--- config.mk ---
export PLATFORM = sky130hd
export DESIGN_NAME = rgb_layer_blend_saturating_add
export DESIGN_NICKNAME = d
export VERILOG_FILES = /design/src/rtl/rlb_pkg.sv /design/src/rtl/rlb_chan.sv /design/src/rtl/rgb_layer_blend_saturating_add.sv
export SDC_FILE = /design/constraint.sdc
export NUM_CORES = 1
export LEC_CHECK = 0
export BUFFER_PORTS_ARGS = -buffer_cell sky130_fd_sc_hd__buf_2
export CORE_MARGIN = 3
export CORE_UTILIZATION = 45
export DETAILED_ROUTE_END_ITERATION = 10
export PLACE_DENSITY = 0.61
export SLEW_MARGIN = 20
export SYNTH_ARGS = -nofsm -noshare
export SYNTH_HDL_FRONTEND = slang
export SYNTH_HIERARCHICAL = 1
export SYNTH_SLANG_ARGS = --single-unit
--- constraint.sdc ---
create_clock -name clk -period 9.6 [get_ports clk]
set_input_delay 0.96 -clock clk [delete_from_list [all_inputs] [get_ports clk]]
set_output_delay 0.96 -clock clk [all_outputs]
set_load 0.03 [all_outputs]
--- src/rtl/rlb_pkg.sv ---
// Shared constants and types for the RGB layer blender.
package rlb_pkg;

    // Width of one color channel
    localparam int CHAN_W = 8;

    // Largest channel value; also the blend weight complement base
    localparam logic [CHAN_W-1:0] CHAN_MAX = 8'd255;

    // Compositing modes
    localparam logic [1:0] KIND_COPY      = 2'd0;
    localparam logic [1:0] KIND_BLEND     = 2'd1;
    localparam logic [1:0] KIND_ADD       = 2'd2;
    localparam logic [1:0] KIND_ADD_BLEND = 2'd3;

    typedef logic [CHAN_W-1:0] chan_t;
    typedef logic [1:0]        kind_t;

endpackage

--- src/rtl/rlb_chan.sv ---
// One color channel of the compositor: saturating add, alpha blend, mode select.
module rlb_chan
(
    input  rlb_pkg::kind_t kind,
    input  rlb_pkg::chan_t src,
    input  rlb_pkg::chan_t add,
    input  rlb_pkg::chan_t dst,
    input  rlb_pkg::chan_t alpha,
    output rlb_pkg::chan_t result
);

    logic [rlb_pkg::CHAN_W:0]     sum;
    rlb_pkg::chan_t               sat;
    rlb_pkg::chan_t               blend_src;
    rlb_pkg::chan_t               inv_alpha;
    logic [2*rlb_pkg::CHAN_W-1:0] prod_s;
    logic [2*rlb_pkg::CHAN_W-1:0] prod_d;
    logic [2*rlb_pkg::CHAN_W-1:0] mix;

    // Saturating add of source and additive layer
    assign sum = {1'b0, src} + {1'b0, add};
    assign sat = sum[rlb_pkg::CHAN_W] ? rlb_pkg::CHAN_MAX : sum[rlb_pkg::CHAN_W-1:0];

    // Blend: (s*a + d*(255-a)) >> 8; the sum never exceeds 16 bits
    assign blend_src = (kind == rlb_pkg::KIND_ADD_BLEND) ? sat : src;
    assign inv_alpha = rlb_pkg::CHAN_MAX - alpha;
    assign prod_s    = {{rlb_pkg::CHAN_W{1'b0}}, blend_src} * {{rlb_pkg::CHAN_W{1'b0}}, alpha};
    assign prod_d    = {{rlb_pkg::CHAN_W{1'b0}}, dst} * {{rlb_pkg::CHAN_W{1'b0}}, inv_alpha};
    assign mix       = prod_s + prod_d;

    // Mode select
    always_comb
    begin
        case (kind)
            rlb_pkg::KIND_COPY:      result = src;
            rlb_pkg::KIND_BLEND:     result = mix[2*rlb_pkg::CHAN_W-1:rlb_pkg::CHAN_W];
            rlb_pkg::KIND_ADD:       result = sat;
            rlb_pkg::KIND_ADD_BLEND: result = mix[2*rlb_pkg::CHAN_W-1:rlb_pkg::CHAN_W];
            default:                 result = src;
        endcase
    end

endmodule

--- src/rtl/rgb_layer_blend_saturating_add.sv ---
// Usage notes:
// Per-pixel layer compositor. The input channel carries one word per pixel:
// mode (kind), source RGBA, additive RGB and current destination RGBA. The
// output channel carries the new destination RGBA.
// Both channels use valid/stall; a word moves on a rising edge with valid
// high and stall low.
// From input acceptance to output valid, a word passes the input register,
// then one pass through the channel multipliers into the result register.
// Throughput: one pixel per clock; a new word is taken every cycle while the
// result register drains or is free.
// When the receiver stalls, the result register holds its word; the input
// register takes one more word, and in_stall is high in every cycle where
// it holds a word behind a stalled result. No words are dropped or repeated.
// Reset (rst_n low, asynchronous) empties both stages; no clearing pass.
// The critical path is a 9-bit saturating add, one 8x8 multiply pair and a
// 16-bit add.
module rgb_layer_blend_saturating_add
(
    input  logic           clk,
    input  logic           rst_n,

    input  logic           in_valid,
    output logic           in_stall,
    input  rlb_pkg::kind_t kind,
    input  rlb_pkg::chan_t src_red,
    input  rlb_pkg::chan_t src_green,
    input  rlb_pkg::chan_t src_blue,
    input  rlb_pkg::chan_t src_alpha,
    input  rlb_pkg::chan_t add_red,
    input  rlb_pkg::chan_t add_green,
    input  rlb_pkg::chan_t add_blue,
    input  rlb_pkg::chan_t dst_red,
    input  rlb_pkg::chan_t dst_green,
    input  rlb_pkg::chan_t dst_blue,
    input  rlb_pkg::chan_t dst_alpha,

    output logic           out_valid,
    input  logic           out_stall,
    output rlb_pkg::chan_t out_red,
    output rlb_pkg::chan_t out_green,
    output rlb_pkg::chan_t out_blue,
    output rlb_pkg::chan_t out_alpha
);

    // Input stage registers
    logic           s1_valid_reg;
    logic           s1_valid_next;
    rlb_pkg::kind_t s1_kind_reg;
    rlb_pkg::chan_t s1_src_r_reg, s1_src_g_reg, s1_src_b_reg, s1_src_a_reg;
    rlb_pkg::chan_t s1_add_r_reg, s1_add_g_reg, s1_add_b_reg;
    rlb_pkg::chan_t s1_dst_r_reg, s1_dst_g_reg, s1_dst_b_reg, s1_dst_a_reg;

    // Result stage registers
    logic           out_valid_reg;
    logic           out_valid_next;
    rlb_pkg::chan_t out_r_reg, out_g_reg, out_b_reg, out_a_reg;

    rlb_pkg::chan_t res_r, res_g, res_b, res_a;
    logic           out_free;
    logic           s1_load;
    logic           s1_move;

    // Flow control: result register can load when empty or draining
    assign out_free = !out_valid_reg || !out_stall;
    assign s1_move  = s1_valid_reg && out_free;
    assign in_stall = s1_valid_reg && !out_free;
    assign s1_load  = in_valid && !in_stall;

    assign s1_valid_next  = s1_load || (s1_valid_reg && !out_free);
    assign out_valid_next = s1_move || (out_valid_reg && out_stall);

    // Control state
    always_ff @(posedge clk or negedge rst_n)
    begin
        if (!rst_n)
        begin
            s1_valid_reg  <= 1'b0;
            out_valid_reg <= 1'b0;
        end
        else
        begin
            s1_valid_reg  <= s1_valid_next;
            out_valid_reg <= out_valid_next;
        end
    end

    // Input word capture
    always_ff @(posedge clk)
    begin
        if (s1_load)
        begin
            s1_kind_reg  <= kind;
            s1_src_r_reg <= src_red;
            s1_src_g_reg <= src_green;
            s1_src_b_reg <= src_blue;
            s1_src_a_reg <= src_alpha;
            s1_add_r_reg <= add_red;
            s1_add_g_reg <= add_green;
            s1_add_b_reg <= add_blue;
            s1_dst_r_reg <= dst_red;
            s1_dst_g_reg <= dst_green;
            s1_dst_b_reg <= dst_blue;
            s1_dst_a_reg <= dst_alpha;
        end
    end

    // Per-channel compositing
    rlb_chan u_chan_r
    (
        .kind   (s1_kind_reg),
        .src    (s1_src_r_reg),
        .add    (s1_add_r_reg),
        .dst    (s1_dst_r_reg),
        .alpha  (s1_src_a_reg),
        .result (res_r)
    );

    rlb_chan u_chan_g
    (
        .kind   (s1_kind_reg),
        .src    (s1_src_g_reg),
        .add    (s1_add_g_reg),
        .dst    (s1_dst_g_reg),
        .alpha  (s1_src_a_reg),
        .result (res_g)
    );

    rlb_chan u_chan_b
    (
        .kind   (s1_kind_reg),
        .src    (s1_src_b_reg),
        .add    (s1_add_b_reg),
        .dst    (s1_dst_b_reg),
        .alpha  (s1_src_a_reg),
        .result (res_b)
    );

    // Alpha: source in copy mode, destination otherwise
    assign res_a = (s1_kind_reg == rlb_pkg::KIND_COPY) ? s1_src_a_reg : s1_dst_a_reg;

    // Result word capture
    always_ff @(posedge clk)
    begin
        if (s1_move)
        begin
            out_r_reg <= res_r;
            out_g_reg <= res_g;
            out_b_reg <= res_b;
            out_a_reg <= res_a;
        end
    end

    assign out_valid = out_valid_reg;
    assign out_red   = out_r_reg;
    assign out_green = out_g_reg;
    assign out_blue  = out_b_reg;
    assign out_alpha = out_a_reg;

`ifndef NO_ASSERTIONS
    // Input stalls only when a word is parked in the input stage
    assert property (@(posedge clk) disable iff (!rst_n)
        in_stall |-> s1_valid_reg)
        else $error("in_stall without a held input word");

    // A held input word moves into a free result register
    assert property (@(posedge clk) disable iff (!rst_n)
        (s1_valid_reg && !(out_valid && out_stall)) |=> out_valid)
        else $error("input word failed to reach result register");

    // Output never becomes valid without a word in the input stage before
    assert property (@(posedge clk) disable iff (!rst_n)
        $rose(out_valid) |-> $past(s1_valid_reg))
        else $error("output valid without source word");

    // Copy mode passes the source alpha straight through
    assert property (@(posedge clk) disable iff (!rst_n)
        (s1_move && s1_kind_reg == rlb_pkg::KIND_COPY) |=> out_alpha == $past(s1_src_a_reg))
        else $error("copy mode alpha mismatch");
`endif

endmodule

# Word-level counts from Yosys, hierarchy flattened

Cells that the tools add are included.

Register bits after elaboration: 124
Bits in latches: 0
Memory bits (writable): 0
Bits in read-only memories: 0
Input port bits: 94
Output and inout bits: 34
Memories kept: 0

Add/sub/neg operators: 7
Multiply operators: 6
Divide/modulo/power cells: 0
$lt $le $gt $ge: 0
Equality and inequality tests: 3
Shift operators: 0
Multiplexer cells: 10
Bitwise operators: 0
Reduce and logical (&&, ||, !) cells: 13

Operators by type and width:

| operator              | count |
|---|---|
| $mul A8 B8 Y16        | 6 |
| $pmux W8 S3           | 3 |
| $mux W8               | 7 |
| $add A16 B16 Y16      | 3 |
| $add A8 B8 Y9         | 3 |
| $sub A8 B8 Y8 const A | 1 |
| $eq A2 B2 Y1 const B  | 2 |
| $logic_and A1 B1 Y1   | 4 |
| $logic_not A1 Y1      | 4 |
| $logic_or A1 B1 Y1    | 3 |
| $eq A2 B1 Y1 const B  | 1 |
| $logic_not A2 Y1      | 1 |
| $reduce_or A2 Y1      | 1 |

# Longest topological paths before layout

Depth after elaboration: 7
Depth in mapped cells: 27
Depth with buffers taken out: 27

# Cells and area by module

Netlist, hierarchy kept.

By module, submodules not included:

| module                         | instances | cells an instance | area each (µm²) |
|---|---|---|---|
| rlb_chan (u_chan_b)            | 1         | 563               | 4877.2 |
| rlb_chan (u_chan_r)            | 1         | 558               | 4844.6 |
| rlb_chan (u_chan_g)            | 1         | 552               | 4827.1 |
| rgb_layer_blend_saturating_add | 1         | 139               | 3851.2 |

# Least setup slack after synthesis

No wires, ideal clock.

Path type: reg-to-reg
Start point: register s1_src_r_reg[0]
End point: register out_r_reg[7], in the netlist out_red[7], data pin
Setup time: 0.207 ns
Data arrival time: 7.264 ns
Data required time: 9.393 ns
Path slack: 2.128 ns
Stages on the path, launching flop included: 28
Period minus slack after synthesis: 7.472 ns
Path through: edfxtp_1 > ha_1 > fa_1 > a21oi_2 > o22ai_2 > o41a_2 > o21ba_2 > o21ai_1 > and2_1 > fa_1 > inv_1 > fa_1 > inv_1 > fa_1 > inv_1 > fa_1 > inv_1 > fa_1 > inv_1 > fa_1 > inv_1 > ha_1 > a21o_1 > a21o_1 > a31o_2 > o31ai_2 > mux2_2 > a2111oi_0

Longest elaborated chain between the ends: 6

Ends and longest elaborated chain:

| what                   | line                                  | RTL |
|---|---|---|
| from (decl)            | rgb_layer_blend_saturating_add.sv:49  | `rlb_pkg::chan_t s1_src_r_reg, s1_src_g_reg, s1_src_b_reg, s1_src_a_reg;` |
| from (signal assigned) | rgb_layer_blend_saturating_add.sv:93  | `s1_src_r_reg <= src_red;` |
| $add A8 B8 Y9          | rlb_chan.sv:21                        | `assign sum = {1'b0, src} + {1'b0, add};` |
| $mux W8                | rlb_chan.sv:22                        | `assign sat = sum[rlb_pkg::CHAN_W] ? rlb_pkg::CHAN_MAX : sum[rlb_pkg::CHAN_W-1:0];` |
| $mux W8                | rlb_chan.sv:25                        | `assign blend_src = (kind == rlb_pkg::KIND_ADD_BLEND) ? sat : src;` |
| $mul A8 B8 Y16         | rlb_chan.sv:27                        | `assign prod_s = {{rlb_pkg::CHAN_W{1'b0}}, blend_src} * {{rlb_pkg::CHAN_W{1'b0}}, alpha};` |
| $add A16 B16 Y16       | rlb_chan.sv:29                        | `assign mix = prod_s + prod_d;` |
| $pmux W8 S3 *          | rlb_chan.sv:34                        | `case (kind)` |
| via res_r[7]           | rgb_layer_blend_saturating_add.sv:58  | `rlb_pkg::chan_t res_r, res_g, res_b, res_a;` |
| to (signal assigned)   | rgb_layer_blend_saturating_add.sv:146 | `out_r_reg <= res_r;` |
| to (decl)              | rgb_layer_blend_saturating_add.sv:56  | `rlb_pkg::chan_t out_r_reg, out_g_reg, out_b_reg, out_a_reg;` |

The timed path passes the listed nets; every way through them passes the cells marked *.
A chain may end at the register's enable or synchronous reset.

# Worst setup path after layout

Ends and elaborated chain as after synthesis.

==> flow_metrics.env <==
export IMPL_vias=12282
export IMPL_crit_end="out_red[7]$_DFFE_PP_"
export IMPL_synth_area_mux_share=0.0121
export IMPL_placement_io_buffers=127
export IMPL_postCtsSetupBuffers=0
export IMPL_hold_violations=0
export IMPL_wl_met2_um=19900
export IMPL_grt_remaining_overflow=0
export IMPL_wirelength_um=41200
export IMPL_via_per_inst=4.96
export IMPL_drc=0
export IMPL_ys_seq_elements=124
export IMPL_cts_tree="built"
export IMPL_wl_met1_um=18400
export IMPL_grt_pass1_vias=13779
export IMPL_crit_type="reg -> reg"
export IMPL_synth_fp_nets=2398
export IMPL_syn_area_sq_um=18400
export IMPL_reg2reg_to="out_red[7]$_DFFE_PP_"
export IMPL_coreArea_sq_um=40100
export IMPL_outcome="finished clean"
export IMPL_finalCritPeriodShare=0.836
export IMPL_clkSinkCount=124
export IMPL_avgSynthCellArea_sq_um=10.2
export IMPL_cp_slowest_cell="fa_1"
export IMPL_clk_pin_slew_worst_paths_ns=0.07
export IMPL_post_cts_resize_count=0
export IMPL_fin_skew_ns=0.0182
export IMPL_grt_usage=0.201
export IMPL_rsz0062_at_grt="no"
export IMPL_first_iter_violations=472
export IMPL_die_h_um=208
export IMPL_drive_gt1_frac=0.112
export IMPL_dpl_hpwl_um=32100
export IMPL_antenna_found_initial=1
export IMPL_ys_warn_count=6
export IMPL_synthXorXnorAreaFrac=0.0228
export IMPL_cpPeakStageDelay_ns=0.53
export IMPL_ctsHoldBuffers=0
export IMPL_finalSetupTns_ns=0
export IMPL_rrSetupSlack_ns=1.58
export IMPL_htreeDepth=4
export IMPL_nNetsFinal=2521
export IMPL_design_portCount=128
export IMPL_synth_top_family_by_area="adder cells"
export IMPL_worstSetupEndpointType="flop"
export IMPL_arrival_ns=8.28
export IMPL_worst_slew_pin_slew_ns=1.15
export IMPL_synth_compound_area_frac=0.0626
export IMPL_topRoutingLayerUsed="met4"
export IMPL_cts_buffers_inserted=17
export IMPL_synth_cell_type_count=56
export IMPL_synthCells=1812
export IMPL_area_growth_pct=10.5
export IMPL_grt_pass1_wl_um=69700
export IMPL_required_ns=9.85
export IMPL_cpMostUsedCell="fa_1"
export IMPL_r2r_start="s1_src_r_reg[0]$_DFFE_PP_"
export IMPL_period_needed_ns=8.02
export IMPL_start_util=0.459
export IMPL_crit_fanout=8
export IMPL_yosys_area_share_adder=0.452
export IMPL_dieArea_sq_um=43400
export IMPL_root_buffer="clkbuf_16"
export IMPL_met3WireLength_um=2190
export IMPL_setup_violations=0
export IMPL_rows=73
export IMPL_mostFrequentLayoutCells="inv_1 (437), fa_1 (288), ha_1 (204), nor2b_1 (164), buf_2 (127)"
export IMPL_slew_headroom=0.233
export IMPL_finalWeightedCongestion=0.821
export IMPL_cp_startpoint="s1_src_r_reg[0]$_DFFE_PP_"
export IMPL_layout_commonest_cell="inv_1"
export IMPL_drv_cap=0
export IMPL_synthSimpleGateAreaFrac=0.151
export IMPL_clock_fmax_ghz=0.125
export IMPL_cts_buffer_depth=2
export IMPL_yosysSeqAreaShare=0.202
export IMPL_holdCritPathClass="in -> async"
export IMPL_grt_max_degree=50
export IMPL_clkLatencyLatePin_ns=0.46
export IMPL_detail_route_antenna_nets=0
export IMPL_crit_path_start_kind="flop"
export IMPL_routedWlPerCell_um=16.6
export IMPL_die_x_um=208
export IMPL_first_pass_iters=5
export IMPL_drv_slew=0
export IMPL_reg2reg_depth=27
worst min path at each step:
stage                                   to  slack [ns]  cells after the start
floorplan              out_valid$_DFF_PN0_        0.44                      1
global placement       out_valid$_DFF_PN0_        0.46                      1
detailed placement     out_valid$_DFF_PN0_        0.48                      1
CTS                 s1_valid_reg$_DFF_PN0_        0.25                      1
global route        s1_valid_reg$_DFF_PN0_        0.26                      1
finish                 out_valid$_DFF_PN0_        0.28                      1
routing by layer:
layer,track usage,up-vias
met3,0.0492,38
li1,-,5838
met1,0.263,6155
met4,0.0446,0
met2,0.342,251
met5,0,-
critical path, delay by kind of cell (launching register included):
family | cells | cell delay [ns]
adders and majority gates | 9 | 3.98
AOI/OAI and AO/OA | 10 | 2.48
DFF | 1 | 0.42
muxes | 1 | 0.37
buffers and inverters | 6 | 0.31
and+or+nand+nor | 1 | 0.29
per-stage QoR:
step,cell area [sq um],instances,setup slack (ns),util,hold WS [ns]
after global routing,20300,2474,1.12,0.507,0.257
after floorplan,18400,1812,2.13,-,0.443
after detailed placement,19700,2441,1.53,0.490,0.482
after global placement,19700,2441,1.77,0.490,0.464
after CTS,20300,2473,1.61,0.507,0.247
final,20300,2474,1.58,0.507,0.281
synthesized netlist by cell type, drive strengths merged:
library cell | count | area [sq um]
a31o | 7 | 61.3
nand3 | 10 | 50.1
o21ba | 1 | 10.0
dfrtp | 2 | 50.1
o22ai | 1 | 12.5
and3b | 2 | 17.5
nor2b | 164 | 1030
mux2 | 11 | 128
a211oi | 21 | 168
ha | 204 | 2550
o21a | 6 | 45.0
nand2b | 93 | 584
a311oi | 8 | 82.6
and3 | 1 | 6.26
a22o | 1 | 17.5
a21oi | 24 | 135
or3 | 1 | 6.26
or4 | 2 | 18.8
xor2 | 14 | 123
a21o | 26 | 196
o31ai | 1 | 12.5
mux2i | 7 | 95.1
a21boi | 1 | 7.51
edfxtp | 122 | 3660
and2 | 78 | 493
a31oi | 10 | 92.6
nor2 | 46 | 180
o21ai | 40 | 215
a2111oi | 1 | 8.76
fa | 288 | 5770
nor3 | 10 | 50.1
o41a | 1 | 12.5
nand2 | 86 | 323
inv | 437 | 1640
xnor2 | 34 | 298
o21bai | 10 | 75.1
nor4 | 2 | 12.5
clkbuf | 36 | 136
buf | 2 | 18.8
and4 | 1 | 10.0
layout make-up:
cell class,instances,area [sq um]
Inverter,437,1640
Antenna cell,1,2.50
Clock inverter,14,240
Clock buffer,18,429
Timing Repair Buffer,142,748
Multi-Input combinational cell,1213,12900
Fill cell,3723,19800
Tap cell,525,657
Sequential cell,124,3710
kinds of logic (layout without fill, tap and decap cells):
group	Yosys count	in the layout
AO/OA/AOI/OAI	159	159
XOR/XNOR	48	48
adder cells (fa/ha/maj)	492	492
buffers and inverters	475	611
flip-flops	124	124
multiplexers	18	18
other	0	1
AND/OR/NAND/NOR	496	496
Power is not shown: default switching activity piles up to over one toggle a cycle in this logic, so the estimate is an artifact.
